`src/rtl/itoa_pkg.sv`:
```
// Shared types, constants and helpers for the integer to ASCII converter.
package itoa_pkg;

    localparam int VALUE_WIDTH_DEF = 32;
    localparam int MODE_W          = 2;
    localparam int CHAR_W          = 7;

    // mode codes on the input word
    localparam logic [MODE_W-1:0] MODE_DEC = 2'd0;
    localparam logic [MODE_W-1:0] MODE_HEX = 2'd1;
    localparam logic [MODE_W-1:0] MODE_BIN = 2'd2;

    localparam logic [CHAR_W-1:0] ASCII_ZERO  = 7'h30;
    localparam logic [CHAR_W-1:0] ASCII_NINE  = 7'h39;
    localparam logic [CHAR_W-1:0] ASCII_A     = 7'h41;
    localparam logic [CHAR_W-1:0] ASCII_MINUS = 7'h2D;

    typedef enum logic [1:0] {
        RADIX_DEC,
        RADIX_HEX,
        RADIX_BIN
    } radix_t;

    typedef enum logic [1:0] {
        ST_IDLE,
        ST_CONV,
        ST_SIGN,
        ST_EMIT
    } state_t;

    typedef struct packed {
        logic load;
        logic conv;
        logic sign;
        logic emit;
    } itoa_cmd_t;

    typedef struct packed {
        logic load_dec;
        logic neg;
        logic cnt_one;
        logic out_free;
    } itoa_sts_t;

    // unused mode code falls back to decimal
    function automatic radix_t decode_mode(input logic [MODE_W-1:0] mode);
        radix_t r;
        case (mode)
            MODE_HEX: r = RADIX_HEX;
            MODE_BIN: r = RADIX_BIN;
            default:  r = RADIX_DEC;
        endcase
        return r;
    endfunction

    function automatic logic [CHAR_W-1:0] digit_to_ascii(input logic [3:0] d);
        logic [CHAR_W-1:0] c;
        if (d < 4'd10)
        begin
            c = ASCII_ZERO + CHAR_W'(d);
        end
        else
        begin
            c = ASCII_A + CHAR_W'(d - 4'd10);
        end
        return c;
    endfunction

endpackage

```
`src/rtl/itoa_in_if.sv`:
```
// Input channel: integer value and radix mode.
interface itoa_in_if #(
    parameter int VALUE_WIDTH = itoa_pkg::VALUE_WIDTH_DEF
);
    logic                          valid;
    logic                          ready;
    logic signed [VALUE_WIDTH-1:0] value;
    logic [itoa_pkg::MODE_W-1:0]   mode;

    modport source (output valid, output value, output mode, input ready);
    modport sink   (input valid, input value, input mode, output ready);
endinterface

```
`src/rtl/itoa_out_if.sv`:
```
// Output channel: one ASCII character per word with a last flag.
interface itoa_out_if;
    logic                        valid;
    logic                        ready;
    logic [itoa_pkg::CHAR_W-1:0] text_char;
    logic                        last;

    modport source (output valid, output text_char, output last, input ready);
    modport sink   (input valid, input text_char, input last, output ready);
endinterface

```
`src/rtl/itoa_ctrl.sv`:
```
// Sequencing state machine for the converter.
module itoa_ctrl (
    input  logic                clk,
    input  logic                rst_n,
    input  logic                in_valid,
    output logic                in_ready,
    input  itoa_pkg::itoa_sts_t sts,
    output itoa_pkg::itoa_cmd_t cmd
);

    itoa_pkg::state_t state_reg;
    itoa_pkg::state_t state_next;

    always_ff @(posedge clk or negedge rst_n)
    begin
        if (!rst_n)
        begin
            state_reg <= itoa_pkg::ST_IDLE;
        end
        else
        begin
            state_reg <= state_next;
        end
    end

    always_comb
    begin
        state_next = state_reg;
        case (state_reg)
            itoa_pkg::ST_IDLE:
            begin
                if (in_valid)
                begin
                    state_next = sts.load_dec ? itoa_pkg::ST_CONV : itoa_pkg::ST_EMIT;
                end
            end
            itoa_pkg::ST_CONV:
            begin
                if (sts.cnt_one)
                begin
                    state_next = sts.neg ? itoa_pkg::ST_SIGN : itoa_pkg::ST_EMIT;
                end
            end
            itoa_pkg::ST_SIGN:
            begin
                if (sts.out_free)
                begin
                    state_next = itoa_pkg::ST_EMIT;
                end
            end
            itoa_pkg::ST_EMIT:
            begin
                if (sts.out_free && sts.cnt_one)
                begin
                    state_next = itoa_pkg::ST_IDLE;
                end
            end
            default:
            begin
                state_next = itoa_pkg::ST_IDLE;
            end
        endcase
    end

    always_comb
    begin
        in_ready = 1'b0;
        cmd      = '0;
        case (state_reg)
            itoa_pkg::ST_IDLE:
            begin
                in_ready = 1'b1;
                cmd.load = in_valid;
            end
            itoa_pkg::ST_CONV:
            begin
                cmd.conv = 1'b1;
            end
            itoa_pkg::ST_SIGN:
            begin
                cmd.sign = sts.out_free;
            end
            itoa_pkg::ST_EMIT:
            begin
                cmd.emit = sts.out_free;
            end
            default:
            begin
                cmd = '0;
            end
        endcase
    end

endmodule

```
`src/rtl/itoa_dp.sv`:
```
// Datapath: magnitude, binary to BCD shifter, digit scan and output register.
module itoa_dp #(
    parameter int VALUE_WIDTH = itoa_pkg::VALUE_WIDTH_DEF
) (
    input  logic                          clk,
    input  logic                          rst_n,
    input  logic signed [VALUE_WIDTH-1:0] value,
    input  logic [itoa_pkg::MODE_W-1:0]   mode,
    input  itoa_pkg::itoa_cmd_t           cmd,
    output itoa_pkg::itoa_sts_t           sts,
    itoa_out_if.source                    dout
);

    localparam int HDIG = (VALUE_WIDTH + 3) / 4;
    localparam int PW   = 4 * HDIG;
    // decimal digits of 2^VALUE_WIDTH - 1
    localparam int NDIG = (VALUE_WIDTH * 30103) / 100000 + 1;
    localparam int BW   = 4 * NDIG;
    localparam int CMAX = (PW > NDIG) ? PW : NDIG;
    localparam int CW   = $clog2(CMAX + 1);

    logic [PW-1:0]                 pad_reg;
    logic [PW-1:0]                 pad_next;
    logic [BW-1:0]                 bcd_reg;
    logic [BW-1:0]                 bcd_next;
    logic [BW-1:0]                 bcd_adj;
    logic [CW-1:0]                 cnt_reg;
    logic [CW-1:0]                 cnt_next;
    logic                          neg_reg;
    logic                          neg_next;
    itoa_pkg::radix_t              radix_reg;
    itoa_pkg::radix_t              radix_next;
    logic                          started_reg;
    logic                          started_next;
    logic                          out_valid_reg;
    logic                          out_valid_next;
    logic [itoa_pkg::CHAR_W-1:0]   char_reg;
    logic [itoa_pkg::CHAR_W-1:0]   char_next;
    logic                          last_reg;
    logic                          last_next;

    itoa_pkg::radix_t              in_radix;
    logic                          in_neg;
    logic [VALUE_WIDTH-1:0]        in_mag;
    logic [3:0]                    digit;
    logic                          skip;
    logic                          produce;

    assign in_radix = itoa_pkg::decode_mode(mode);
    assign in_neg   = (in_radix == itoa_pkg::RADIX_DEC) && value[VALUE_WIDTH-1];
    assign in_mag   = in_neg ? (~value + 1'b1) : value;

    // add-3 correction on every BCD digit before the shift
    always_comb
    begin
        for (int i = 0; i < NDIG; i++)
        begin
            bcd_adj[4*i +: 4] = (bcd_reg[4*i +: 4] >= 4'd5) ?
                                (bcd_reg[4*i +: 4] + 4'd3) : bcd_reg[4*i +: 4];
        end
    end

    always_comb
    begin
        case (radix_reg)
            itoa_pkg::RADIX_HEX: digit = pad_reg[PW-1 -: 4];
            itoa_pkg::RADIX_BIN: digit = {3'b000, pad_reg[PW-1]};
            default:             digit = bcd_reg[BW-1 -: 4];
        endcase
    end

    // leading zeros are dropped, but the final digit always goes out
    assign skip    = (digit == 4'd0) && !started_reg && (cnt_reg != CW'(1));
    assign produce = cmd.sign || (cmd.emit && !skip);

    always_comb
    begin
        pad_next     = pad_reg;
        bcd_next     = bcd_reg;
        cnt_next     = cnt_reg;
        neg_next     = neg_reg;
        radix_next   = radix_reg;
        started_next = started_reg;
        char_next    = char_reg;
        last_next    = last_reg;

        if (cmd.load)
        begin
            pad_next     = PW'(in_mag);
            bcd_next     = '0;
            neg_next     = in_neg;
            radix_next   = in_radix;
            started_next = 1'b0;
            cnt_next     = (in_radix == itoa_pkg::RADIX_HEX) ? CW'(HDIG) : CW'(PW);
        end
        else if (cmd.conv)
        begin
            bcd_next = {bcd_adj[BW-2:0], pad_reg[PW-1]};
            pad_next = pad_reg << 1;
            cnt_next = (cnt_reg == CW'(1)) ? CW'(NDIG) : (cnt_reg - 1'b1);
        end
        else if (cmd.sign)
        begin
            char_next = itoa_pkg::ASCII_MINUS;
            last_next = 1'b0;
        end
        else if (cmd.emit)
        begin
            case (radix_reg)
                itoa_pkg::RADIX_HEX: pad_next = pad_reg << 4;
                itoa_pkg::RADIX_BIN: pad_next = pad_reg << 1;
                default:             bcd_next = bcd_reg << 4;
            endcase
            cnt_next = cnt_reg - 1'b1;
            if (!skip)
            begin
                started_next = 1'b1;
                char_next    = itoa_pkg::digit_to_ascii(digit);
                last_next    = (cnt_reg == CW'(1));
            end
        end
    end

    assign out_valid_next = produce ? 1'b1 : (dout.ready ? 1'b0 : out_valid_reg);

    always_ff @(posedge clk or negedge rst_n)
    begin
        if (!rst_n)
        begin
            out_valid_reg <= 1'b0;
            cnt_reg       <= '0;
            started_reg   <= 1'b0;
        end
        else
        begin
            out_valid_reg <= out_valid_next;
            cnt_reg       <= cnt_next;
            started_reg   <= started_next;
        end
    end

    always_ff @(posedge clk)
    begin
        pad_reg   <= pad_next;
        bcd_reg   <= bcd_next;
        neg_reg   <= neg_next;
        radix_reg <= radix_next;
        char_reg  <= char_next;
        last_reg  <= last_next;
    end

    assign dout.valid     = out_valid_reg;
    assign dout.text_char = char_reg;
    assign dout.last      = last_reg;

    assign sts.load_dec = (in_radix == itoa_pkg::RADIX_DEC);
    assign sts.neg      = neg_reg;
    assign sts.cnt_one  = (cnt_reg == CW'(1));
    assign sts.out_free = !out_valid_reg || dout.ready;

    a_cmd_onehot: assert property (@(posedge clk) disable iff (!rst_n)
        $onehot0({cmd.load, cmd.conv, cmd.sign, cmd.emit}))
        else $error("more than one datapath command at once");

    a_minus_not_last: assert property (@(posedge clk) disable iff (!rst_n)
        (dout.valid && dout.text_char == itoa_pkg::ASCII_MINUS) |-> !dout.last)
        else $error("minus sign flagged as last character");

    // checked as the character is produced; the register may still hold the
    // previous number's last character once the next word is loaded
    a_dec_digit: assert property (@(posedge clk) disable iff (!rst_n)
        (produce && radix_reg == itoa_pkg::RADIX_DEC) |->
        (char_next == itoa_pkg::ASCII_MINUS ||
         (char_next >= itoa_pkg::ASCII_ZERO &&
          char_next <= itoa_pkg::ASCII_NINE)))
        else $error("non-decimal character in decimal output");

    a_no_overwrite: assert property (@(posedge clk) disable iff (!rst_n)
        produce |-> (!out_valid_reg || dout.ready))
        else $error("output word overwritten before it was taken");

endmodule

```
`src/rtl/int_to_ascii_dec_hex_bin.sv`:
```
// Integer to ASCII text converter (decimal, hexadecimal, binary), top level.
// Decimal words first run the shift-add-3 BCD loop over every bit of the zero-padded magnitude
//   before the first character; hex and binary words go straight to emitting.
// Throughput: one character per cycle at most, while the output register is free; leading zero
//   digits are scanned at one a cycle, under the same condition, and give no character.
// The next word is taken while the last character still waits in the output register.
// Reset (rst_n, async, active low) returns to idle and drops any pending character.
module int_to_ascii_dec_hex_bin #(
    parameter int VALUE_WIDTH = itoa_pkg::VALUE_WIDTH_DEF
) (
    input logic         clk,
    input logic         rst_n,
    itoa_in_if.sink     din,
    itoa_out_if.source  dout
);

    itoa_pkg::itoa_cmd_t cmd;
    itoa_pkg::itoa_sts_t sts;

    itoa_ctrl u_ctrl (
        .clk      (clk),
        .rst_n    (rst_n),
        .in_valid (din.valid),
        .in_ready (din.ready),
        .sts      (sts),
        .cmd      (cmd)
    );

    itoa_dp #(
        .VALUE_WIDTH (VALUE_WIDTH)
    ) u_dp (
        .clk   (clk),
        .rst_n (rst_n),
        .value (din.value),
        .mode  (din.mode),
        .cmd   (cmd),
        .sts   (sts),
        .dout  (dout)
    );

endmodule

```
`src/flat_wrapper.sv`:
```
// flat-port wrapper written by rule: the top's interface ports become plain ports
module int_to_ascii_dec_hex_bin_flat 
#(
    parameter int VALUE_WIDTH = itoa_pkg::VALUE_WIDTH_DEF
)
  (clk, rst_n, din_valid, din_value, din_mode, din_ready, dout_valid, dout_text_char, dout_last, dout_ready);
  itoa_in_if #(.VALUE_WIDTH(VALUE_WIDTH)) din_i ();
  itoa_out_if dout_i ();
  input logic clk;
  input logic rst_n;
  input wire logic [$bits(din_i.valid)-1:0] din_valid;
  input wire logic [$bits(din_i.value)-1:0] din_value;
  input wire logic [$bits(din_i.mode)-1:0] din_mode;
  output wire logic [$bits(din_i.ready)-1:0] din_ready;
  output wire logic [$bits(dout_i.valid)-1:0] dout_valid;
  output wire logic [$bits(dout_i.text_char)-1:0] dout_text_char;
  output wire logic [$bits(dout_i.last)-1:0] dout_last;
  input wire logic [$bits(dout_i.ready)-1:0] dout_ready;
  assign din_i.valid = din_valid;
  assign din_i.value = din_value;
  assign din_i.mode = din_mode;
  assign din_ready = din_i.ready;
  assign dout_valid = dout_i.valid;
  assign dout_text_char = dout_i.text_char;
  assign dout_last = dout_i.last;
  assign dout_i.ready = dout_ready;
  int_to_ascii_dec_hex_bin #(.VALUE_WIDTH(VALUE_WIDTH)) u_core (.clk(clk), .rst_n(rst_n), .din(din_i), .dout(dout_i));
endmodule
```
`config.mk`:
```
export PLATFORM = sky130hd
export DESIGN_NAME = int_to_ascii_dec_hex_bin_flat
export DESIGN_NICKNAME = d
export VERILOG_FILES = /design/src/rtl/itoa_pkg.sv /design/src/rtl/itoa_in_if.sv /design/src/rtl/itoa_out_if.sv /design/src/rtl/itoa_ctrl.sv /design/src/rtl/itoa_dp.sv /design/src/rtl/int_to_ascii_dec_hex_bin.sv /design/src/flat_wrapper.sv
export SDC_FILE = /design/constraint.sdc
export NUM_CORES = 1
export LEC_CHECK = 0
export BUFFER_PORTS_ARGS = -buffer_cell sky130_fd_sc_hd__buf_2
export CAP_MARGIN = 40
export CORE_ASPECT_RATIO = 1.5
export CORE_MARGIN = 1
export CORE_UTILIZATION = 50
export CTS_CLUSTER_SIZE = 8
export DETAILED_ROUTE_END_ITERATION = 10
export GPL_TIMING_DRIVEN = 0
export PLACE_DENSITY = 0.68
export SLEW_MARGIN = 25
export SYNTH_ARGS = -nofsm -noshare
export SYNTH_HDL_FRONTEND = slang
export SYNTH_SLANG_ARGS = --single-unit
```
`constraint.sdc`:
```
create_clock -name clk -period 4.49 [get_ports clk]
set_clock_uncertainty 0.05 [all_clocks]
set_input_delay 0.2245 -clock clk [delete_from_list [all_inputs] [get_ports clk]]
set_output_delay 0.2245 -clock clk [all_outputs]
set_load 0.005 [all_outputs]
```
==> results_dict.tcl, run 1 <==
set metrics [dict create \
    nets 846 \
    h-tree-depth 3 \
    cp_cell_sequence "inv_1 -> ha_1 -> clkbuf_1 -> clkinv_1 -> clkbuf_1 -> o211ai_1 -> buf_4 -> buf_2 -> buf_4" \
    synth_edf_count 43 \
    wl_per_cell_um 17.05 \
    drtPass1Iterations 5 \
    drc 0 \
    drtIter0Drc 260 \
    via_per_inst 5.903 \
    ys_ff_latch 93 \
    diodes 0 \
    slew_headroom_pct 45.28 \
    antenna_found_initial 0 \
    ioPinCount 48 \
    synth_top_flop_cell "edfxtp_1" \
    syn_nets 783 \
    drive_gt1_share_pct 14.18 \
    crit_path_max_fanout 10 \
    end_kind "register" \
    crit_required_ns 4.49 \
    max_slew.worst_pin.slew_ns 0.8169 \
    netlist_top_cells_area "edfxtp_1 20%, dfxtp_1 13%, a211oi_1 7.8%" \
    rows 50 \
    avgSynthCellArea_sq_um 8.970 \
    num_vias 5502 \
    largest_reg_flops 40 \
    clock_path_buffers 2 \
    gp_congestion 0.8389 \
    async_flop_share_pct 10.75 \
    critPathLaunchType "register" \
    grt_max_degree 16 \
    path_buf_inv 7 \
    yosysWarnings 0 \
    min_period_ns 3.557 \
    cp_top_family "buffers and inverters" \
    synth_cell_types 56 \
    power_per_cell_area_mw_per_mm2 787.3 \
    cts_tree "done" \
    port_buffers 45 \
    slowest_stage "clkinv_1" \
    status "finished, final reports clean" \
    slowest_delay_ns 0.52 \
    drtAntennaViolNets 0 \
    leakagePower_nw 2.760 \
    final_max_slew_viol_count 0 \
    hold_viol_final 0 \
    core_sq_mm 0.01245 \
    hold_path.class "primary input to register" \
    synth_common_cells "78 x a21oi_1, 66 x a211oi_1, 60 x nor2_1" \
    dp_hpwl_um 11990 \
    ys_seq_area_share_pct 36.88 \
    die-height_um 140.0 \
    clock_sinks 93 \
    die_x_um 94.02 \
    dpl.cell_count 913 \
    rsz0062_at_grt "no" \
    area_delta_synth_final_pct 12.39 \
    syn-cell-area_sq_mm 0.006351 \
    clk_latency_ns 0.34 \
    grt_pass1_wl_um 25990 \
    synthCells 708 \
    critical_path_depth 9 \
    rrSetupSlack_ns 0.93 \
    fillers 1113 \
    post_cts_buffers 0 \
    yosys.area.top_type_share_pct 20.33 \
    grt_usage_pct 25.23 \
    ff2ff_path_depth 9 \
    timing.rr.end "u_core.u_dp.pad_reg[15]" \
    cts-root-buf "clkbuf_16" \
    synth_top_cell_by_area "edfxtp_1" \
    clk_pin_slew_ns 0.07 \
    irDropWorstVdd_v 0.0002675 \
    dieArea_sq_mm 0.01317 \
    setup-violations-final 0 \
    fin_tns_setup_ns 0 \
    start_util_pct 51.02 \
    routed_wirelength_um 15900 \
    period_share_pct 79.22 \
    grt_pass1_vias 5501 \
    r2r-start "u_core.u_ctrl.state_reg[1]" \
    critical_path_arrival_ns 3.56 \
    finalNonFillerCells 932 \
    critPathKind "register to register" \
    yosysMostFrequentCell "a21oi_1" \
    drv_cap 0 \
    gr-total-overflow 0 \
    clock.fmax_mhz 281.1 \
    startpoint "u_core.u_ctrl.state_reg[1]" \
    endpoint "u_core.u_dp.pad_reg[15]" \
    cts_buffers 9 \
]
-- cells in the final DEF (no fill, tap or decap), types with 6 or more instances in the layout --
cell type	n
nand3_1	6
clkbuf_16	9
mux2_2	23
nor2b_1	24
mux2i_1	13
a211oi_1	66
nand3b_1	7
clkbuf_1	28
and3b_1	9
nor2_1	60
dfrtp_1	10
xnor2_1	40
buf_2	55
inv_1	38
a31oi_1	16
dfxtp_1	40
a21oi_1	78
nand2_1	31
nor3_1	26
ha_1	37
o21ai_0	27
nor3b_1	8
edfxtp_1	43
nand2b_1	12
-- where the power goes --
part,switching [mW],internal [mW]
combinational,1.69,1.25
sequential,0.381,1.48
clock,0.325,0.487
-- final cells by class --
cell class,count,area (sq um),area share [%]
buffer,42,188.9,2.647
clock buffer,10,229.0,3.208
clock inverter,6,86.33,1.209
inverter,40,150.1,2.103
multi-input combinational,533,3676,51.50
sequential,93,2342,32.81
tap,156,195.2,2.734
timing repair buffer,52,270.3,3.786
-- per-layer routing --
layer	GRT usage (%)	share of wire (%)
met5	0	0
met4	10.61	2.5
met3	3.257	3.1
met2	47.68	55
met1	27.46	39
-- worst min path at each step --
stage                startpoint                         end  slack [ns]  depth (start not counted)
floorplan                 rst_n  u_core.u_ctrl.state_reg[0]       -0.12                          0
finish              din_mode[1]    u_core.u_dp.radix_reg[1]        0.18                          2
CTS                 din_mode[1]    u_core.u_dp.radix_reg[1]        0.18                          2
global route        din_mode[1]    u_core.u_dp.radix_reg[1]        0.20                          2
detailed placement        rst_n      u_core.u_dp.cnt_reg[3]        0.05                          1
global placement          rst_n      u_core.u_dp.cnt_reg[4]        0.05                          1
-- per-stage QoR --
stage / setup WS (ns) / area (sq um) / hold WS [ns] / total power [mW] / util [%]
after global placement: 0.5191 / 6771 / 0.04601 / 4.638 / 54.39
after detailed placement: 0.9548 / 6803 / 0.05273 / 4.776 / 54.64
after CTS: 0.9232 / 7128 / 0.1809 / 5.610 / 57.26
after floorplan: 1.337 / 6351 / -0.1211 / 3.980 / -
after global routing: 0.7391 / 7138 / 0.2018 / 6.063 / 57.34
final: 0.9330 / 7138 / 0.1845 / 5.620 / 57.34
-- worst register-to-register path, cell delays in order, from the launching register on --
cell and delay, ns:
dfrtp_1 0.41, inv_1 0.13, ha_1 0.21, clkbuf_1 0.40
clkinv_1 0.52, clkbuf_1 0.39, o211ai_1 0.42, buf_4 0.29
buf_2 0.24, buf_4 0.21
-- kinds of logic after synthesis --
family	Yosys count	share of synthesized area (%)
AO/OA/AOI/OAI	214	21.16
AND/OR/NAND/NOR	204	17.42
flip-flops	93	36.88
buffers and inverters	82	5.339
XOR/XNOR	42	5.792
adder cells (fa/ha/maj)	37	7.289
multiplexers	36	6.127
-- timing repair --
item	CTS	global route
gates resized for setup	0	0
hold buffers	1	0
hold endpoints to repair	10	0
No activity file was read; power rests on OpenSTA's default activity.
==> run 2, diff against run 1 <==
==> constraint.sdc (replaced) <==
create_clock -name clk -period 3.5 [get_ports clk]
set_clock_uncertainty 0.05 [all_clocks]
set_input_delay 0.175 -clock clk [delete_from_list [all_inputs] [get_ports clk]]
set_output_delay 0.175 -clock clk [all_outputs]
set_load 0.005 [all_outputs]
==> run 2 against run 1 <==
  * First-iteration DRC count increased by 10%
  * Global-route usage unchanged
  * Largest power group unchanged
  * Worst setup slack got worse by 0.52 ns
  * Die area unchanged
  * Final cell count increased by 0.11%
  * Clock power increased by 28%
  * Combinational power increased by 29%
  * Register-to-register slack got worse by 0.52 ns
  * Highest routed layer unchanged
  * Critical path type unchanged
  * Sequential share of layout area about the same
  * Critical path depth unchanged
==> results_dict.tcl, run 2 (synthesis gave the netlist of run 1 again) <==
set metrics [dict create \
    status "finished, final reports clean" \
    core_sq_mm 0.01245 \
    port_buffers 45 \
    p_int_mw 4.144 \
    setup_ws_ns 0.4136 \
    hold_path.class "primary input to register" \
    busiest_layer "met2" \
    num_vias 5509 \
    setup-violations-final 0 \
    slowest_delay_ns 0.42 \
    diodes 0 \
    grt_use_met1_pct 27.46 \
    gr-total-overflow 0 \
    rows 50 \
    dieArea_sq_mm 0.01317 \
    ioPinCount 48 \
    cts_tree "done" \
    rsz0062_at_grt "no" \
    final_max_slew_viol_count 0 \
    drtAntennaViolNets 0 \
    pwr-share-clk_pct 14.4 \
    wl_per_cell_um 17.10 \
    cts-root-buf "clkbuf_16" \
    clk_pin_slew_ns 0.07 \
    clk_latency_ns 0.35 \
    grt_usage_pct 25.23 \
    period_share_pct 88.18 \
    antenna_found_initial 0 \
    fillers 1112 \
    routed_wirelength_um 15950 \
    final_cell_mix "78 x a21oi_1, 66 x a211oi_1, 60 x nor2_1" \
    area_delta_synth_final_pct 12.53 \
    drv_cap 0 \
    drtIter0Drc 286 \
    critPathLaunchType "register" \
    power_per_cell_area_mw_per_mm2 1012 \
    clock_path_buffers 2 \
    hold_ws_ns 0.1331 \
    min_period_ns 3.086 \
    critical_path_arrival_ns 3.09 \
    grt_max_degree 16 \
    drtPass1Iterations 5 \
    grt_pass1_vias 5501 \
    crit_path_max_fanout 10 \
    grt_util_met2_pct 47.68 \
    gp_congestion 0.8389 \
    irDropWorstVdd_v 0.0003433 \
    multi_input_area_sq_mm 0.003676 \
    drive_gt1_share_pct 14.41 \
    drc 0 \
    grt_pass1_wl_um 25990 \
    final_common_cell "a21oi_1" \
    start_util_pct 51.02 \
    switchingPower_mw 3.088 \
    die-height_um 140.0 \
    cp_cell_sequence "inv_1 -> ha_1 -> clkbuf_1 -> clkinv_2 -> clkbuf_1 -> o211ai_1 -> buf_4 -> buf_2 -> buf_4" \
    hold_viol_final 0 \
    end_kind "register" \
    max_slew.worst_pin.slew_ns 0.8167 \
    critPathKind "register to register" \
    clock_sinks 93 \
    cts_buffers 9 \
    slowest_stage "clkbuf_1" \
    h-tree-depth 3 \
    die_x_um 94.02 \
    power.share.switching_pct 42.70 \
    comb_power_share_pct 52.5 \
    slew_headroom_pct 45.30 \
    nets 847 \
    register_area_sq_mm 0.002342 \
    dp_hpwl_um 11990 \
    crit_required_ns 3.51 \
    met3_usage_pct 3.257 \
    leakagePower_nw 2.767 \
    largest_reg_flops 40 \
    dp_slack_ns -0.03520 \
    via_per_inst 5.905 \
    path_buf_inv 7 \
    pwr-share-seq_pct 33.0 \
    clock.fmax_mhz 324.0 \
    cp_top_family "buffers and inverters" \
]
## run 2: cell count changes in the layout (fill, tap and decap cells not counted), sizes merged
cell	before	now
buf	65	66
## run 2: layout make-up
type	instances	share of cell area, %
repair buffers	53	3.887
inverters	40	2.118
flip-flops and latches	93	32.77
clock inverters	6	1.208
clock buffers	10	3.204
well taps	156	2.731
multi-input cells	533	51.44
plain buffers	42	2.644
## run 2: per-layer routing
| layer | part of all wire (%) | routed length [um] | vias up |
|---|---|---|---|
| met5 | 0 | 0 | - |
| met4 | 2.6 | 414 | 0 |
| met3 | 2.5 | 394 | 30 |
| met2 | 55 | 8800 | 115 |
| met1 | 40 | 6345 | 2643 |
| li1 | - | - | 2721 |
## run 2: worst paths after layout
path                       slack [ns]  cells past startpoint                        from                  endpoint
hold reg to reg                  0.47                      2      u_core.u_dp.bcd_reg[0]    u_core.u_dp.bcd_reg[0]
max in group asynchronous        3.03                      2                       rst_n    u_core.u_dp.cnt_reg[1]
setup / recovery                 0.41                      9  u_core.u_ctrl.state_reg[1]   u_core.u_dp.pad_reg[15]
setup reg to reg                 0.41                      9  u_core.u_ctrl.state_reg[1]   u_core.u_dp.pad_reg[15]
hold / removal                   0.13                      2                 din_mode[1]  u_core.u_dp.radix_reg[1]
min in group asynchronous        0.17                      2                       rst_n    u_core.u_dp.cnt_reg[4]
## run 2: power groups by stage
stage          Sequential [mW]  Clock [mW]  Combinational (mW)
4_1_cts                   2.38        1.06                3.75
6_report                  2.39        1.04                3.80
5_1_grt                   2.46        1.10                4.23
2_1_floorplan             2.24           0                2.86
3_3_place_gp              2.40           0                3.55
3_5_place_dp              2.40           0                3.72
## run 2: what timing repair did
item,in CTS,in global routing
hold buffers,1,0
gates resized for setup,1,0
buffers inserted,0,1
cloned,0,0
pin swaps,0,1
endpoints found under the setup margin,8,8
endpoints found under the hold margin,10,0
## run 2: through the flow
stage	total power [mW]	utilization (%)	cells	setup TNS, ns	cell area, sq um
2_1_floorplan	5.106	-	708	0	6351
3_3_place_gp	5.950	54.39	909	-15.31	6771
3_5_place_dp	6.127	54.64	913	-0.2798	6803
4_1_cts	7.199	57.27	930	0	7129
5_1_grt	7.795	57.41	933	0	7147
6_report	7.231	57.41	933	0	7147
==> run 3, diff against run 2 <==
--- a/config.mk
+++ b/config.mk
@@ -5,6 +5,7 @@
 export SDC_FILE = /design/constraint.sdc
 export NUM_CORES = 1
 export LEC_CHECK = 0
+export ABC_AREA = 1
 export BUFFER_PORTS_ARGS = -buffer_cell sky130_fd_sc_hd__buf_2
 export CAP_MARGIN = 40
 export CORE_ASPECT_RATIO = 1.5
==> run 3 against run 2 <==
  * Global-route usage grew 1.3 points
  * Synthesized cell count is 25% higher
  * Non-clock buffer count down 12
  * Clock power barely moved
  * First-iteration DRC count is 2.4% lower
  * Wire length is 7.5% higher
  * Maximum frequency rose by 4.4%
==> results_dict.tcl, run 3 <==
set metrics [dict create \
    drc 0 \
    finalNonFillerCells 1107 \
    num_vias 6140 \
    grt_max_degree 22 \
    syn_nets 960 \
    nets 1021 \
    final_common_cell "o21ai_0" \
    period_share_pct 84.47 \
    setup_ws_ns 0.5435 \
    largest_reg_flops 40 \
    clock_path_buffers 2 \
    grt_pass1_vias 5932 \
    die_x_um 95.10 \
    cts_buffers 9 \
    rsz0062_at_grt "no" \
    hold_viol_final 0 \
    yosysWarnings 0 \
    drive_gt1_share_pct 14.51 \
    wl_met3_um 555 \
    gr-total-overflow 0 \
    cts_tree "done" \
    ys_seq_area_share_pct 36.03 \
    yosys.area.top_type_share_pct 19.87 \
    ys_ff_latch 93 \
    critical_path_arrival_ns 2.97 \
    cts_resized 0 \
    drtIter0Drc 279 \
    drtAntennaViolNets 0 \
    netlist_top_cells_area "edfxtp_1 20%, dfxtp_1 12%, o21ai_0 11%" \
    avgSynthCellArea_sq_um 7.345 \
    synth_top_cell_by_area "edfxtp_1" \
    register_area_sq_mm 0.002342 \
    clk_pin_slew_ns 0.07 \
    clock.fmax_mhz 338.2 \
    crit_path_max_fanout 8 \
    diodes 0 \
    clock_sinks 93 \
    synth_top_flop_cell "edfxtp_1" \
    setup-violations-final 0 \
    clk_latency_ns 0.35 \
    dieArea_sq_mm 0.01347 \
    synth_xor_area_share_pct 2.560 \
    via_per_inst 5.547 \
    p_total_mw 6.999 \
    fin_tns_setup_ns 0 \
    core_sq_mm 0.01257 \
    syn-cell-area_sq_mm 0.006500 \
    synth_top_family_by_area "compound AO/OA/AOI/OAI gates" \
    synth_common_cells "147 x o21ai_0, 144 x nand2_1, 96 x inv_1" \
    dpl.cell_count 1090 \
    drv_cap 0 \
    slowest_stage "a21boi_0" \
    crit_required_ns 3.51 \
    min_period_ns 2.956 \
    wl_per_cell_um 15.50 \
    leakagePower_nw 3.189 \
    critPathKind "register to register" \
    synth_compound_area_share_pct 22.98 \
    routed_wirelength_um 17160 \
    end_kind "register" \
    synth_cell_types 42 \
    yosysMostFrequentCell "o21ai_0" \
    cts-root-buf "clkbuf_16" \
    slowest_delay_ns 0.47 \
    slew_headroom_pct 62.93 \
    start_util_pct 51.69 \
    final_cell_mix "146 x o21ai_0, 144 x nand2_1, 96 x inv_1" \
    area_delta_synth_final_pct 12.34 \
    max_slew.worst_pin.slew_ns 0.5561 \
    dp_slack_ns 0.5496 \
    dp_hpwl_um 13220 \
    synthCells 885 \
    drtPass1Iterations 5 \
    h-tree-depth 3 \
    final_max_slew_viol_count 0 \
    rows 50 \
    status "finished, final reports clean" \
    synth_fa_ha_area_share_pct 7.122 \
    gp_congestion 0.8974 \
    critPathLaunchType "register" \
    irDropWorstVdd_v 0.0003904 \
    fillers 1241 \
    async_flop_share_pct 10.75 \
    synth_edf_count 43 \
    maxUsedRoutingLayer "met4" \
    multi_input_area_sq_mm 0.003601 \
    synth-simple-area-share_pct 22.56 \
    port_buffers 47 \
    grt_usage_pct 26.57 \
    wl_met1_um 6478 \
    antenna_found_initial 0 \
    die-height_um 141.6 \
    ioPinCount 48 \
    power_per_cell_area_mw_per_mm2 958.6 \
    grt_pass1_wl_um 27610 \
    muxShareOfSynthArea_pct 0 \
    hold_path.class "primary input to register" \
    cp_cell_sequence "inv_1 -> ha_1 -> buf_6 -> nor2_2 -> a22oi_1 -> ha_1 -> inv_1 -> nor2_1 -> nand4_1 -> nand2_1 -> a21boi_0 -> buf_2" \
    wl_met2_um 9465 \
]
## run 3: worst max-delay path, delay by kind of cell, from the launching register on
family                   cells  cell delay, ns
buffers and inverters        4            0.58
AND/OR/NAND/NOR              4            0.49
flip-flops                   1            0.40
AO/OA/AOI/OAI                2            0.66
adder cells (fa/ha/maj)      2            0.49
## run 3: area by class of cell
type	count	area share, %
inverter	104	5.363
tap	156	2.673
multi-input combinational	655	49.31
timing repair buffer	50	3.804
clock inverter	6	0.9253
sequential	93	32.08
buffer	33	2.416
clock buffer	10	3.427
## run 3: power breakdown
group	internal, mW	switching, mW	total, mW
combinational	1.32	2.32	3.64
clock	0.601	0.450	1.05
sequential	1.88	0.422	2.31
## run 3: cell families (layout without fill, tap and decap cells)
kind of cell             count (synthesis)  after routing
XOR/XNOR                                19             19
flip-flops                              93             93
adder cells (fa/ha/maj)                 37             37
AO/OA/AOI/OAI                          280            280
buffers and inverters                  137            203
AND/OR/NAND/NOR                        319            319
## run 3: worst paths after layout
kind,slack (ns),to,cells past startpoint,start
setup / recovery,0.54,u_core.u_dp.dout.text_char[6],12,u_core.u_dp.radix_reg[0]
hold / removal,0.11,u_core.u_dp.radix_reg[1],2,din_mode[1]
min in group asynchronous,0.16,u_core.u_dp.cnt_reg[4],2,rst_n
setup reg to reg,0.54,u_core.u_dp.dout.text_char[6],12,u_core.u_dp.radix_reg[0]
max in group asynchronous,3.03,u_core.u_ctrl.state_reg[1],2,rst_n
hold reg to reg,0.45,u_core.u_dp.bcd_reg[1],2,u_core.u_dp.bcd_reg[1]
## run 3: repair_timing
action | 4_1_cts | 5_1_grt
setup buffers | 0 | 0
setup endpoints to repair | 0 | 0
hold buffers | 1 | 0
endpoints found under the hold margin | 10 | 0
## run 3: metrics by stage
stage | util [%] | cell area [sq um] | hold WS [ns]
after floorplan | - | 6500 | -0.1706
after global placement | 55.11 | 6930 | 0.005547
after detailed placement | 55.46 | 6974 | 0.005742
after CTS | 58.07 | 7302 | 0.1044
after global routing | 58.07 | 7302 | 0.1183
final | 58.07 | 7302 | 0.1074
## run 3: layer usage
layer	track usage, %	up-vias
li1	-	3120
met3	3.108	41
met2	50.08	156
met5	0	-
met1	27.90	2823
met4	13.88	0
